`src/sv/dssc_pkg.sv`:
```
// Shared types, constants and font helpers for the dual seven-segment scan controller.
package dssc_pkg;

  localparam int NumDigits = 4;
  localparam int PosW      = $clog2(NumDigits);

  // APB register map: register index is paddr[PaddrW-1].
  localparam int            PaddrW         = 3;
  localparam logic          RegCommonAnode = 1'b0;

  localparam logic [7:0]    OffAnode   = 8'hFF;
  localparam logic [7:0]    OffCathode = 8'h00;

  // Reciprocal multipliers for divide by 100 (exact over the ranges used).
  localparam logic [12:0]   Div100Mul16   = 13'd5243;  // 16-bit value >> 2, shift 17
  localparam logic [5:0]    Div100Mul10   = 6'd41;     // 10-bit value, shift 12

  typedef enum logic [1:0] {
    CmdTick    = 2'd0,
    CmdNumber  = 2'd1,
    CmdPattern = 2'd2,
    CmdClear   = 2'd3
  } cmd_e;

  typedef struct packed {
    cmd_e       cmd;
    logic       display_select;
    logic [2:0] digit_index;
    logic [7:0] pattern;
  } item_t;

  typedef logic [NumDigits-1:0][7:0] store_t;

  function automatic logic [7:0] font(input logic [3:0] d);
    logic [7:0] s;
    case (d)
      4'd0:    s = 8'h3F;
      4'd1:    s = 8'h06;
      4'd2:    s = 8'h5B;
      4'd3:    s = 8'h4F;
      4'd4:    s = 8'h66;
      4'd5:    s = 8'h6D;
      4'd6:    s = 8'h7D;
      4'd7:    s = 8'h27;
      4'd8:    s = 8'h7F;
      4'd9:    s = 8'h67;
      default: s = 8'h00;
    endcase
    return s;
  endfunction

  // 0..99 to {tens, ones}; parallel threshold compares, no divider.
  function automatic logic [7:0] pair_to_bcd(input logic [6:0] x);
    logic [3:0] tens;
    logic [6:0] ones;
    tens = 4'd0;
    for (int k = 1; k < 10; k++) begin
      if (x >= 7'(k * 10)) begin
        tens = 4'(k);
      end
    end
    ones = x - ({3'b000, tens} << 3) - ({3'b000, tens} << 1);
    return {tens, ones[3:0]};
  endfunction

  function automatic logic [7:0] drive_byte(input logic [7:0] b, input logic common_anode);
    return common_anode ? ~b : b;
  endfunction

endpackage

```
`src/sv/dssc_regs.sv`:
```
// APB configuration register: display polarity.
module dssc_regs import dssc_pkg::*; (
  input  logic              clk_i,
  input  logic              rst_ni,
  input  logic              psel,
  input  logic              penable,
  input  logic              pwrite,
  input  logic [PaddrW-1:0] paddr,
  input  logic [31:0]       pwdata,
  output logic [31:0]       prdata,
  output logic              pready,
  output logic              common_anode_o
);

  logic common_anode_q, common_anode_d;
  logic hit;

  assign hit    = (paddr[PaddrW-1] == RegCommonAnode);
  assign pready = 1'b1;
  assign prdata = hit ? {31'b0, common_anode_q} : 32'b0;

  always_comb begin
    common_anode_d = common_anode_q;
    if (psel && penable && pwrite && hit) begin
      common_anode_d = pwdata[0];
    end
  end

  always_ff @(posedge clk_i or negedge rst_ni) begin
    if (!rst_ni) begin
      common_anode_q <= 1'b1;
    end else begin
      common_anode_q <= common_anode_d;
    end
  end

  assign common_anode_o = common_anode_q;

endmodule

```
`src/sv/dssc_split.sv`:
```
// Input register and decimal split pipeline: number mod 10000 into two 0..99 pairs.
module dssc_split import dssc_pkg::*; (
  input  logic        clk_i,
  input  logic        rst_ni,
  input  logic        in_valid_i,
  input  item_t       in_item_i,
  input  logic [15:0] in_number_i,
  output logic        out_valid_o,
  output item_t       out_item_o,
  output logic [6:0]  out_pair_hi_o,
  output logic [6:0]  out_pair_lo_o
);

  // stage 0: input word
  logic        valid0_q;
  item_t       item0_q;
  logic [15:0] num0_q;
  // stage 1: n / 100
  logic        valid1_q;
  item_t       item1_q;
  logic [15:0] num1_q;
  logic [9:0]  quot1_q;
  // stage 2: n % 100, (n / 100) / 100
  logic        valid2_q;
  item_t       item2_q;
  logic [6:0]  rem2_q;
  logic [9:0]  quot2_q;
  logic [2:0]  thou2_q;
  // stage 3: both pairs
  logic        valid3_q;
  item_t       item3_q;
  logic [6:0]  lo3_q;
  logic [6:0]  hi3_q;

  logic [26:0] prod0;
  logic [14:0] prod1;
  logic [15:0] quot1_x100;
  logic [15:0] rem1;
  logic [9:0]  thou2_x100;
  logic [9:0]  hi2;

  // n / 100 as (n >> 2) / 25
  assign prod0      = {13'b0, num0_q[15:2]} * {14'b0, Div100Mul16};
  assign prod1      = {5'b0, quot1_q} * {9'b0, Div100Mul10};
  assign quot1_x100 = {6'b0, quot1_q} * 16'd100;
  assign rem1       = num1_q - quot1_x100;
  assign thou2_x100 = {7'b0, thou2_q} * 10'd100;
  assign hi2        = quot2_q - thou2_x100;

  always_ff @(posedge clk_i or negedge rst_ni) begin
    if (!rst_ni) begin
      valid0_q <= 1'b0;
      valid1_q <= 1'b0;
      valid2_q <= 1'b0;
      valid3_q <= 1'b0;
    end else begin
      valid0_q <= in_valid_i;
      valid1_q <= valid0_q;
      valid2_q <= valid1_q;
      valid3_q <= valid2_q;
    end
  end

  always_ff @(posedge clk_i) begin
    item0_q <= in_item_i;
    num0_q  <= in_number_i;
    item1_q <= item0_q;
    num1_q  <= num0_q;
    quot1_q <= prod0[26:17];
    item2_q <= item1_q;
    rem2_q  <= rem1[6:0];
    quot2_q <= quot1_q;
    thou2_q <= prod1[14:12];
    item3_q <= item2_q;
    lo3_q   <= rem2_q;
    hi3_q   <= hi2[6:0];
  end

  assign out_valid_o   = valid3_q;
  assign out_item_o    = item3_q;
  assign out_pair_hi_o = hi3_q;
  assign out_pair_lo_o = lo3_q;

  // Both pairs must be two-digit values or the font lookup would be wrong.
  a_pairs_decimal: assert property (@(posedge clk_i) disable iff (!rst_ni)
    valid3_q |-> (lo3_q < 7'd100) && (hi3_q < 7'd100))
    else $error("decimal pair out of range");

endmodule

```
`src/sv/dssc_scan.sv`:
```
// Digit stores, shared scan position and segment/enable latches.
module dssc_scan import dssc_pkg::*; (
  input  logic                 clk_i,
  input  logic                 rst_ni,
  input  logic                 in_valid_i,
  input  item_t                in_item_i,
  input  logic [6:0]           pair_hi_i,
  input  logic [6:0]           pair_lo_i,
  input  logic                 common_anode_i,
  output logic                 done_o,
  output logic [7:0]           segments_first_o,
  output logic [7:0]           segments_second_o,
  output logic [NumDigits-1:0] digit_enables_o,
  output logic [PosW-1:0]      lit_digit_o
);

  store_t               first_q, first_d;
  store_t               second_q, second_d;
  logic [PosW-1:0]      pos_q, pos_d;
  logic [7:0]           seg_first_q, seg_first_d;
  logic [7:0]           seg_second_q, seg_second_d;
  logic [NumDigits-1:0] en_q, en_d;
  logic                 done_q;

  logic [7:0]           bcd_hi, bcd_lo, off;
  store_t               num_bytes, cur, upd;
  logic [PosW-1:0]      pos_next;
  logic [NumDigits-1:0] onehot;
  logic                 tick, write;

  assign off    = common_anode_i ? OffAnode : OffCathode;
  assign bcd_hi = pair_to_bcd(pair_hi_i);
  assign bcd_lo = pair_to_bcd(pair_lo_i);

  // index 0 is the thousands digit, the ones digit sits at the highest index
  assign num_bytes[0] = drive_byte(font(bcd_hi[7:4]), common_anode_i);
  assign num_bytes[1] = drive_byte(font(bcd_hi[3:0]), common_anode_i);
  assign num_bytes[2] = drive_byte(font(bcd_lo[7:4]), common_anode_i);
  assign num_bytes[3] = drive_byte(font(bcd_lo[3:0]), common_anode_i);

  assign tick  = in_valid_i && (in_item_i.cmd == CmdTick);
  assign write = in_valid_i && (in_item_i.cmd != CmdTick);
  assign cur   = in_item_i.display_select ? second_q : first_q;

  always_comb begin
    upd = cur;
    case (in_item_i.cmd)
      CmdNumber: begin
        upd = num_bytes;
      end
      CmdPattern: begin
        if (in_item_i.digit_index < 3'(NumDigits)) begin
          upd[in_item_i.digit_index[PosW-1:0]] =
            drive_byte(in_item_i.pattern, common_anode_i);
        end
      end
      CmdClear: begin
        for (int i = 0; i < NumDigits; i++) begin
          upd[i] = off;
        end
      end
      default: begin
      end
    endcase
  end

  assign first_d  = (write && !in_item_i.display_select) ? upd : first_q;
  assign second_d = (write &&  in_item_i.display_select) ? upd : second_q;

  assign pos_next = (pos_q == PosW'(NumDigits - 1)) ? '0 : pos_q + 1'b1;
  assign onehot   = NumDigits'(1) << pos_next;

  always_comb begin
    pos_d        = pos_q;
    seg_first_d  = seg_first_q;
    seg_second_d = seg_second_q;
    en_d         = en_q;
    if (tick) begin
      pos_d        = pos_next;
      seg_first_d  = first_q[pos_next];
      seg_second_d = second_q[pos_next];
      en_d         = common_anode_i ? onehot : ~onehot;
    end
  end

  always_ff @(posedge clk_i or negedge rst_ni) begin
    if (!rst_ni) begin
      for (int i = 0; i < NumDigits; i++) begin
        first_q[i]  <= OffAnode;
        second_q[i] <= OffAnode;
      end
      pos_q        <= '0;
      seg_first_q  <= OffAnode;
      seg_second_q <= OffAnode;
      en_q         <= '0;
      done_q       <= 1'b0;
    end else begin
      first_q      <= first_d;
      second_q     <= second_d;
      pos_q        <= pos_d;
      seg_first_q  <= seg_first_d;
      seg_second_q <= seg_second_d;
      en_q         <= en_d;
      done_q       <= in_valid_i;
    end
  end

  assign done_o            = done_q;
  assign segments_first_o  = seg_first_q;
  assign segments_second_o = seg_second_q;
  assign digit_enables_o   = en_q;
  assign lit_digit_o       = pos_q;

  a_tick_latches_store: assert property (@(posedge clk_i) disable iff (!rst_ni)
    tick |=> (seg_first_q == first_q[pos_q]) && (seg_second_q == second_q[pos_q]))
    else $error("latched segments differ from store at new scan position");

  a_write_keeps_scan: assert property (@(posedge clk_i) disable iff (!rst_ni)
    write |=> $stable(pos_q) && $stable(en_q) && $stable(seg_first_q))
    else $error("store write disturbed scan state");

  a_one_word_per_item: assert property (@(posedge clk_i) disable iff (!rst_ni)
    in_valid_i |=> done_q)
    else $error("item produced no result");

  a_enables_shape: assert property (@(posedge clk_i) disable iff (!rst_ni)
    $onehot(en_q) || $onehot(~en_q) || (en_q == '0))
    else $error("digit enables not a single active digit");

endmodule

```
`src/sv/dual_seven_segment_scan_controller_top.sv`:
```
// Top level of the dual seven-segment scan controller.
//
// Drives two four-digit seven-segment displays that share one scan position.
// A command word is taken on every clock edge where start is high; busy is
// always low, so the block accepts one word per cycle with no gaps. Every
// word yields one result word, shown for exactly one cycle with done_o high;
// the receiver cannot stall it. Between the accepting edge and the result
// lie the decimal split pipeline (input register, divide by 100 by
// reciprocal multiply, remainders, pairs) and the store/latch stage.
// Commands: scan tick advances the lit digit and latches both displays' bytes
// and the enables; set number writes number mod 10000 through the digit font
// (ones digit at index 3); set pattern writes a raw byte at digit_index
// (indexes 4..7 are ignored); clear writes the off pattern. The result word
// always carries the latched state after that command. Polarity (register 0,
// common_anode, reset 1) applies to later writes, clears and ticks only.
// Change it only while no command is in flight.
module dual_seven_segment_scan_controller_top import dssc_pkg::*; (
  input  logic                 clk_i,
  input  logic                 rst_ni,
  // command port
  input  logic                 start,
  output logic                 busy,
  input  logic [1:0]           cmd_i,
  input  logic                 display_select_i,
  input  logic [2:0]           digit_index_i,
  input  logic [7:0]           pattern_i,
  input  logic [15:0]          number_i,
  // result port
  output logic                 done_o,
  output logic [7:0]           segments_first_o,
  output logic [7:0]           segments_second_o,
  output logic [NumDigits-1:0] digit_enables_o,
  output logic [PosW-1:0]      lit_digit_o,
  // APB configuration port
  input  logic                 psel,
  input  logic                 penable,
  input  logic                 pwrite,
  input  logic [PaddrW-1:0]    paddr,
  input  logic [31:0]          pwdata,
  output logic [31:0]          prdata,
  output logic                 pready
);

  item_t      in_item;
  logic       in_valid;
  logic       common_anode;

  logic       sp_valid;
  item_t      sp_item;
  logic [6:0] sp_pair_hi;
  logic [6:0] sp_pair_lo;

  // Fully pipelined: never back-pressures the command source.
  assign busy     = 1'b0;
  assign in_valid = start && !busy;

  assign in_item.cmd            = cmd_e'(cmd_i);
  assign in_item.display_select = display_select_i;
  assign in_item.digit_index    = digit_index_i;
  assign in_item.pattern        = pattern_i;

  dssc_regs u_regs (
    .clk_i          (clk_i),
    .rst_ni         (rst_ni),
    .psel           (psel),
    .penable        (penable),
    .pwrite         (pwrite),
    .paddr          (paddr),
    .pwdata         (pwdata),
    .prdata         (prdata),
    .pready         (pready),
    .common_anode_o (common_anode)
  );

  // Word and number travel together, so stores see commands in order.
  dssc_split u_split (
    .clk_i         (clk_i),
    .rst_ni        (rst_ni),
    .in_valid_i    (in_valid),
    .in_item_i     (in_item),
    .in_number_i   (number_i),
    .out_valid_o   (sp_valid),
    .out_item_o    (sp_item),
    .out_pair_hi_o (sp_pair_hi),
    .out_pair_lo_o (sp_pair_lo)
  );

  dssc_scan u_scan (
    .clk_i             (clk_i),
    .rst_ni            (rst_ni),
    .in_valid_i        (sp_valid),
    .in_item_i         (sp_item),
    .pair_hi_i         (sp_pair_hi),
    .pair_lo_i         (sp_pair_lo),
    .common_anode_i    (common_anode),
    .done_o            (done_o),
    .segments_first_o  (segments_first_o),
    .segments_second_o (segments_second_o),
    .digit_enables_o   (digit_enables_o),
    .lit_digit_o       (lit_digit_o)
  );

endmodule

```
`config.mk`:
```
export PLATFORM = sky130hd
export DESIGN_NAME = dual_seven_segment_scan_controller_top
export DESIGN_NICKNAME = d
export VERILOG_FILES = /design/src/sv/dssc_pkg.sv /design/src/sv/dssc_regs.sv /design/src/sv/dssc_split.sv /design/src/sv/dssc_scan.sv /design/src/sv/dual_seven_segment_scan_controller_top.sv
export SDC_FILE = /design/constraint.sdc
export NUM_CORES = 1
export LEC_CHECK = 0
export ABC_AREA = 0
export BUFFER_PORTS_ARGS = -buffer_cell sky130_fd_sc_hd__buf_4
export CORE_ASPECT_RATIO = 0.75
export CORE_UTILIZATION = 35
export CTS_BUF_LIST = sky130_fd_sc_hd__clkbuf_4 sky130_fd_sc_hd__clkbuf_8 sky130_fd_sc_hd__clkbuf_16
export DETAILED_ROUTE_END_ITERATION = 12
export PLACE_DENSITY = 0.48
export SLEW_MARGIN = 20
export SYNTH_ARGS = -nofsm -noshare
export SYNTH_HDL_FRONTEND = slang
export SYNTH_SLANG_ARGS = --single-unit
```
`constraint.sdc`:
```
create_clock -name clk_i -period 6.5 [get_ports clk_i]
set_input_delay 0.975 -clock clk_i [delete_from_list [all_inputs] [get_ports clk_i]]
set_output_delay 0.975 -clock clk_i [all_outputs]
set_load 0.02 [all_outputs]
```
==> impl_metrics.toml, run 1 <==
[routing]
routed_wirelength_um = 33000
via_per_inst = 4.85
vias = 9661
first_pass_iters = 11
drcViolationCount = 6
postRouteAntennaNets = 0
dr.first_iter.drc_count = 450
wl_per_cell_um = 16.5

[place]
gp_congestion = 0.823
io_buffers = 61
place_area_sq_um = 14900
place_hpwl_um = 25400
numPlacedInstances = 1947

[outcome]
violations = "design-rule violations"
status = "finished, violations left"

[clock_network]
ctsHoldBuffers = 0
clock_sinks = 212
htreeDepth = 1
cts.clk_slew.worst_paths_ns = 0.06
cts_setup_buffers = 0
root_buffer = "clkbuf_16"
post_cts_resized = 0
cts_tree = "built"
clk_latency_ns = 0.56
cts_buffer_depth = 3
numCtsBuffers = 24

[sta]
slew_viol_final = 0
max_freq_mhz = 186
setup_viol = 0
hold_violations = 0
timing.final.crit_share_pct = 82.9
period_minus_slack_ns = 5.39
tns_ns = 0
worst_pin_slew_ns = 1.07
fin_skew_ns = 0.0174
hold_ws_ns = 0.325
maxSlewHeadroom_pct = 28.1
rsz0062_at_grt = "no"

[cells_and_area]
syn2layout_area_growth_pct = 11.3
finalInstanceArea_sq_um = 15700
final_cell_mix = "ha_1, inv_1, nand2_1, dfxtp_1, dfstp_2"
fin_nets = 1758
finalNonFillerCells = 1991
num_antenna_cells = 0
drive_above_1_share_pct = 17.5
num-fill-cells = 3938
final_common_cell = "ha_1"

[floorplan]
die_w_um = 234
num_rows = 63
die_area_sq_um = 41200
core_sq_um = 39600
dieHeight_um = 176
initial_utilization_pct = 35.6
ioPinCount = 128

[grt]
grt_remaining_overflow = 0
grt_max_degree = 75
grt_use_total_pct = 16.5
grt_pass1_wl_um = 53200
grt_pass1_vias = 9680
antenna_found_initial = 0

[logic_synthesis]
synthFlopType = "dfxtp_1"
syn_area_sq_um = 14100
synth.yosys.seq_area_share_pct = 34.0
synthDominantCellAreaShare_pct = 17.0
synth_seq_cells = 212
async_reset_ff_share_pct = 43.4
synthTopCellsByArea = "dfxtp_1, dfstp_2, ha_1"
synth_edf_count = 0
synth.distinct_cells = 92
ys_warn_count = 0
synth_area_leader_cell = "dfxtp_1"
synthCells = 1417
synth.avg_cell_area_sq_um = 9.97

[min_path]
hold_class = "flop to flop"

[setup_path]
critPathKind = "flop to flop"
worstPathRequired_ns = 6.94
worstPathArrival_ns = 5.83
crit_path_max_fanout = 6
endpoint_kind = "flop"
worstSetupStartpointType = "flop"

[flow_run]
max_cap_viol_count = 0

[pwr]
ir_drop_v = 0.000287
p_per_area_nw_per_um2 = 565
leakagePower_nw = 7.26
## sequential cells by signal (all words and copies together), names as in the netlist, 8 cells and up
signal,count
u_split.item0_q,14
u_split.item2_q,14
u_split.quot1_q,10
u_scan.second_q,32
u_scan.segments_second_o,8
u_split.item1_q,14
u_scan.first_q,32
u_split.out_item_o,14
u_split.num0_q,16
u_scan.segments_first_o,8
## synth_stat cells (5+ instances only)
cell,count
nand2_1,126
a22oi_1,20
a21o_1,10
o21ai_1,31
o211ai_1,7
xor2_1,20
nor2b_1,14
nor2_1,79
nor3_1,9
a211oi_1,11
a221oi_1,5
xnor2_1,29
buf_1,12
a21oi_1,53
and2_1,6
mux2_2,18
o21ai_0,56
mux4_2,14
dfrtp_1,11
a22o_1,10
a31oi_1,25
nand3_1,13
fa_1,69
nand2b_1,6
o31ai_1,5
o21a_1,10
clkbuf_1,35
inv_1,158
dfstp_2,81
ha_1,165
mux2i_1,36
dfxtp_1,120
o22ai_1,14
or3_1,5
buf_4,36
buf_2,7
## cell families after synthesis
family	synth area share, %
muxes	6.48
other	0.0532
and+or+nand+nor	9.77
buffers and inverters	7.93
adders and majority gates	24.5
xor gates and xnor gates	3.66
DFF	34.0
AOI/OAI and AO/OA	13.6
## metrics by stage
step                setup slack (ns)  power (mW)  utilization (%)
global route                   0.669        9.72             39.6
detailed placement              1.07        7.53             37.6
global placement                1.09        7.48             37.6
floorplan                       1.65        6.31                -
CTS                             1.04        8.95             39.6
finish                          1.11        8.88             39.6
## where the power goes
| group | internal [mW] | total [mW] | switching (mW) |
|---|---|---|---|
| combinational | 2.32 | 5.29 | 2.97 |
| sequential | 1.85 | 2.25 | 0.394 |
| clock | 0.760 | 1.34 | 0.585 |
## area by class of cell
cell class / instances / area, sq um / area share [%]
multi-input combinational: 982 / 8330 / 53.0
sequential: 212 / 4810 / 30.6
tap: 520 / 651 / 4.14
clock buffer: 29 / 644 / 4.10
inverter: 161 / 604 / 3.84
timing repair buffer: 72 / 541 / 3.44
clock inverter: 15 / 148 / 0.939
## critical path, stage by stage, from the launching register on
cell,delay (ns)
dfxtp_1,0.53
inv_1,0.20
fa_1,0.57
inv_1,0.04
ha_1,0.21
fa_1,0.54
inv_1,0.05
fa_1,0.46
fa_1,0.55
inv_1,0.05
ha_1,0.20
a2111oi_0,0.63
a21oi_1,0.38
o211a_1,0.36
a31oi_1,0.28
o21bai_1,0.11
xnor2_1,0.12
## routing by layer
| metal | up-vias | global-route usage [%] | wire length [um] |
|---|---|---|---|
| met5 | - | 0 | 0 |
| met4 | 0 | 4.60 | 938 |
| li1 | 4853 | - | - |
| met1 | 4557 | 25.4 | 17400 |
| met3 | 54 | 3.78 | 1920 |
| met2 | 197 | 22.7 | 12700 |
## final timing paths
check / start / endpoint / slack [ns] / cells after the start
setup / recovery: u_split.num0_q[6] / u_split.quot1_q[9] / 1.11 / 16
hold / removal: u_split.item2_q[13] / u_split.out_item_o[13] / 0.32 / 0
setup reg to reg: u_split.num0_q[6] / u_split.quot1_q[9] / 1.11 / 16
hold reg to reg: u_split.item2_q[13] / u_split.out_item_o[13] / 0.32 / 0
max in group asynchronous: rst_ni / u_scan.lit_digit_o[1] / 4.95 / 2
min in group asynchronous: rst_ni / u_scan.segments_first_o[0] / 0.53 / 1
(Power assumes the default switching activity.)
==> inputs of run 2 (changes only) <==
Clock period 6.5 ns to 5.2 ns, I/O delays scaled along.
==> impl_metrics.toml, run 2 (synthesized netlist as in run 1, its figures left out) <==
[cells_and_area]
fin_nets = 1770
reg_top3 = "u_scan.first_q x32, u_scan.second_q x32, u_split.num0_q x16"
final_cell_mix = "ha_1, inv_1, nand2_1, dfxtp_1, buf_4"
num-fill-cells = 3864
seq_area_sq_um = 4810
final_common_cell = "ha_1"
num_antenna_cells = 0
multi_input_area_sq_um = 8330
syn2layout_area_growth_pct = 12.6
drive_above_1_share_pct = 18.5

[setup_path]
endpoint_kind = "flop"
reg2reg_slack_ns = 0.27
max_stage_delay_ns = 0.55
worstSetupStartpointType = "flop"
worstPathRequired_ns = 5.63
path_cells = "ha_1 > ha_1 > inv_1 > fa_1 > inv_1 > fa_1 > inv_1 > fa_1 > inv_1 > ha_1 > a21oi_1 > o21ai_1 > o21a_1 > or3_1 > o211a_1 > a31oi_2 > o21bai_1 > xnor2_1"
cpMostUsedCell = "inv_1"
slowest_stage = "dfxtp_1"
critPathKind = "flop to flop"
worstPathArrival_ns = 5.37
crit_path_max_fanout = 6

[clock_network]
root_buffer = "clkbuf_16"
htreeDepth = 1
cts_tree = "built"
numCtsBuffers = 24
clock_sinks = 212
cts.clk_slew.worst_paths_ns = 0.06
cts_buffer_depth = 3
clk_latency_ns = 0.56

[sta]
setup_ws_ns = 0.268
fin_skew_ns = 0.0179
period_minus_slack_ns = 4.93
setup_viol = 0
rsz0062_at_grt = "no"
max_freq_mhz = 203
slew_viol_final = 0
worst_pin_slew_ns = 1.09
timing.final.crit_share_pct = 94.8
hold_violations = 0
maxSlewHeadroom_pct = 26.9
hold_ws_ns = 0.320
tns_ns = 0

[floorplan]
die_w_um = 234
ioPinCount = 128
dieHeight_um = 176
die_area_sq_um = 41200
initial_utilization_pct = 35.6
num_rows = 63
core_sq_um = 39600

[place]
gp_congestion = 0.814
place_hpwl_um = 25800
dp_slack_ns = 0.0261
io_buffers = 61

[grt]
grt_max_degree = 62
grt_use_total_pct = 16.8
antenna_found_initial = 0
grt_remaining_overflow = 0
grt_pass1_vias = 9644
grt_pass1_wl_um = 53800

[pwr]
leakagePower_nw = 7.38
p_per_area_nw_per_um2 = 712
ir_drop_v = 0.000342

[routing]
vias = 9784
routed_wirelength_um = 33500
dr.first_iter.drc_count = 573
wl_per_cell_um = 16.7
postRouteAntennaNets = 0
via_per_inst = 4.88
drcViolationCount = 4
first_pass_iters = 12

[outcome]
violations = "design-rule violations"
status = "finished, violations left"

[min_path]
hold_class = "flop to flop"

[flow_run]
max_cap_viol_count = 0
## run 2: cell count changes in the layout (fill, tap and decap cells not counted), sizes merged
cell,delta
clkinv,+1
bufinv,+3
clkinvlp,-4
buf,+12
## run 2: cell type report
class | count | area share (%)
multi-input combinational | 982 | 52.4
sequential | 212 | 30.3
clock buffer | 29 | 4.17
tap | 520 | 4.09
timing repair buffer | 84 | 3.96
inverter | 161 | 3.80
clock inverter | 15 | 1.36
## run 2: power by group
group          switching (mW)  internal (mW)
Clock                   0.755           1.12
Sequential              0.484           2.32
Combinational            3.70           2.95
## run 2: metal layers
layer	vias to the layer above	GRT usage (%)	wire [um]
met1	4690	26.5	18000
met3	33	3.08	1510
met2	182	23.7	13400
li1	4879	-	-
met5	-	0	0
met4	0	3.14	556
## run 2: timing repair
| item | CTS | global route |
|---|---|---|
| setup buffers | 0 | 0 |
| hold buffers | 0 | 0 |
| endpoints found under the setup margin | 1 | 3 |
| gates resized for setup | 1 | 7 |
## run 2: final timing paths
check                                    from                         end  depth (start not counted)
max                         u_split.num0_q[5]          u_split.quot1_q[9]                         18
min                        u_split.item2_q[6]       u_split.out_item_o[6]                          0
max reg2reg                 u_split.num0_q[5]          u_split.quot1_q[9]                         18
min reg2reg                u_split.item2_q[6]       u_split.out_item_o[6]                          0
max in group asynchronous              rst_ni          u_scan.second_q[7]                          2
min in group asynchronous              rst_ni  u_scan.segments_first_o[3]                          1
## run 2: through the flow
step | power (mW) | util [%] | cells | area, sq um
after floorplan | 7.88 | - | 1448 | 14200
after global placement | 9.40 | 37.9 | 1959 | 15000
after detailed placement | 9.45 | 37.9 | 1959 | 15000
after CTS | 11.4 | 40.1 | 2003 | 15900
after global routing | 12.4 | 40.1 | 2003 | 15900
final | 11.3 | 40.1 | 2003 | 15900
## run 2: worst max-delay path: cells and delay by family (launching register included)
kind,cells,cell delay [ns]
XOR/XNOR,1,0.12
AO/OA/AOI/OAI,6,1.02
adder cells (fa/ha/maj),6,2.56
buffers and inverters,4,0.20
AND/OR/NAND/NOR,1,0.34
flip-flops,1,0.55
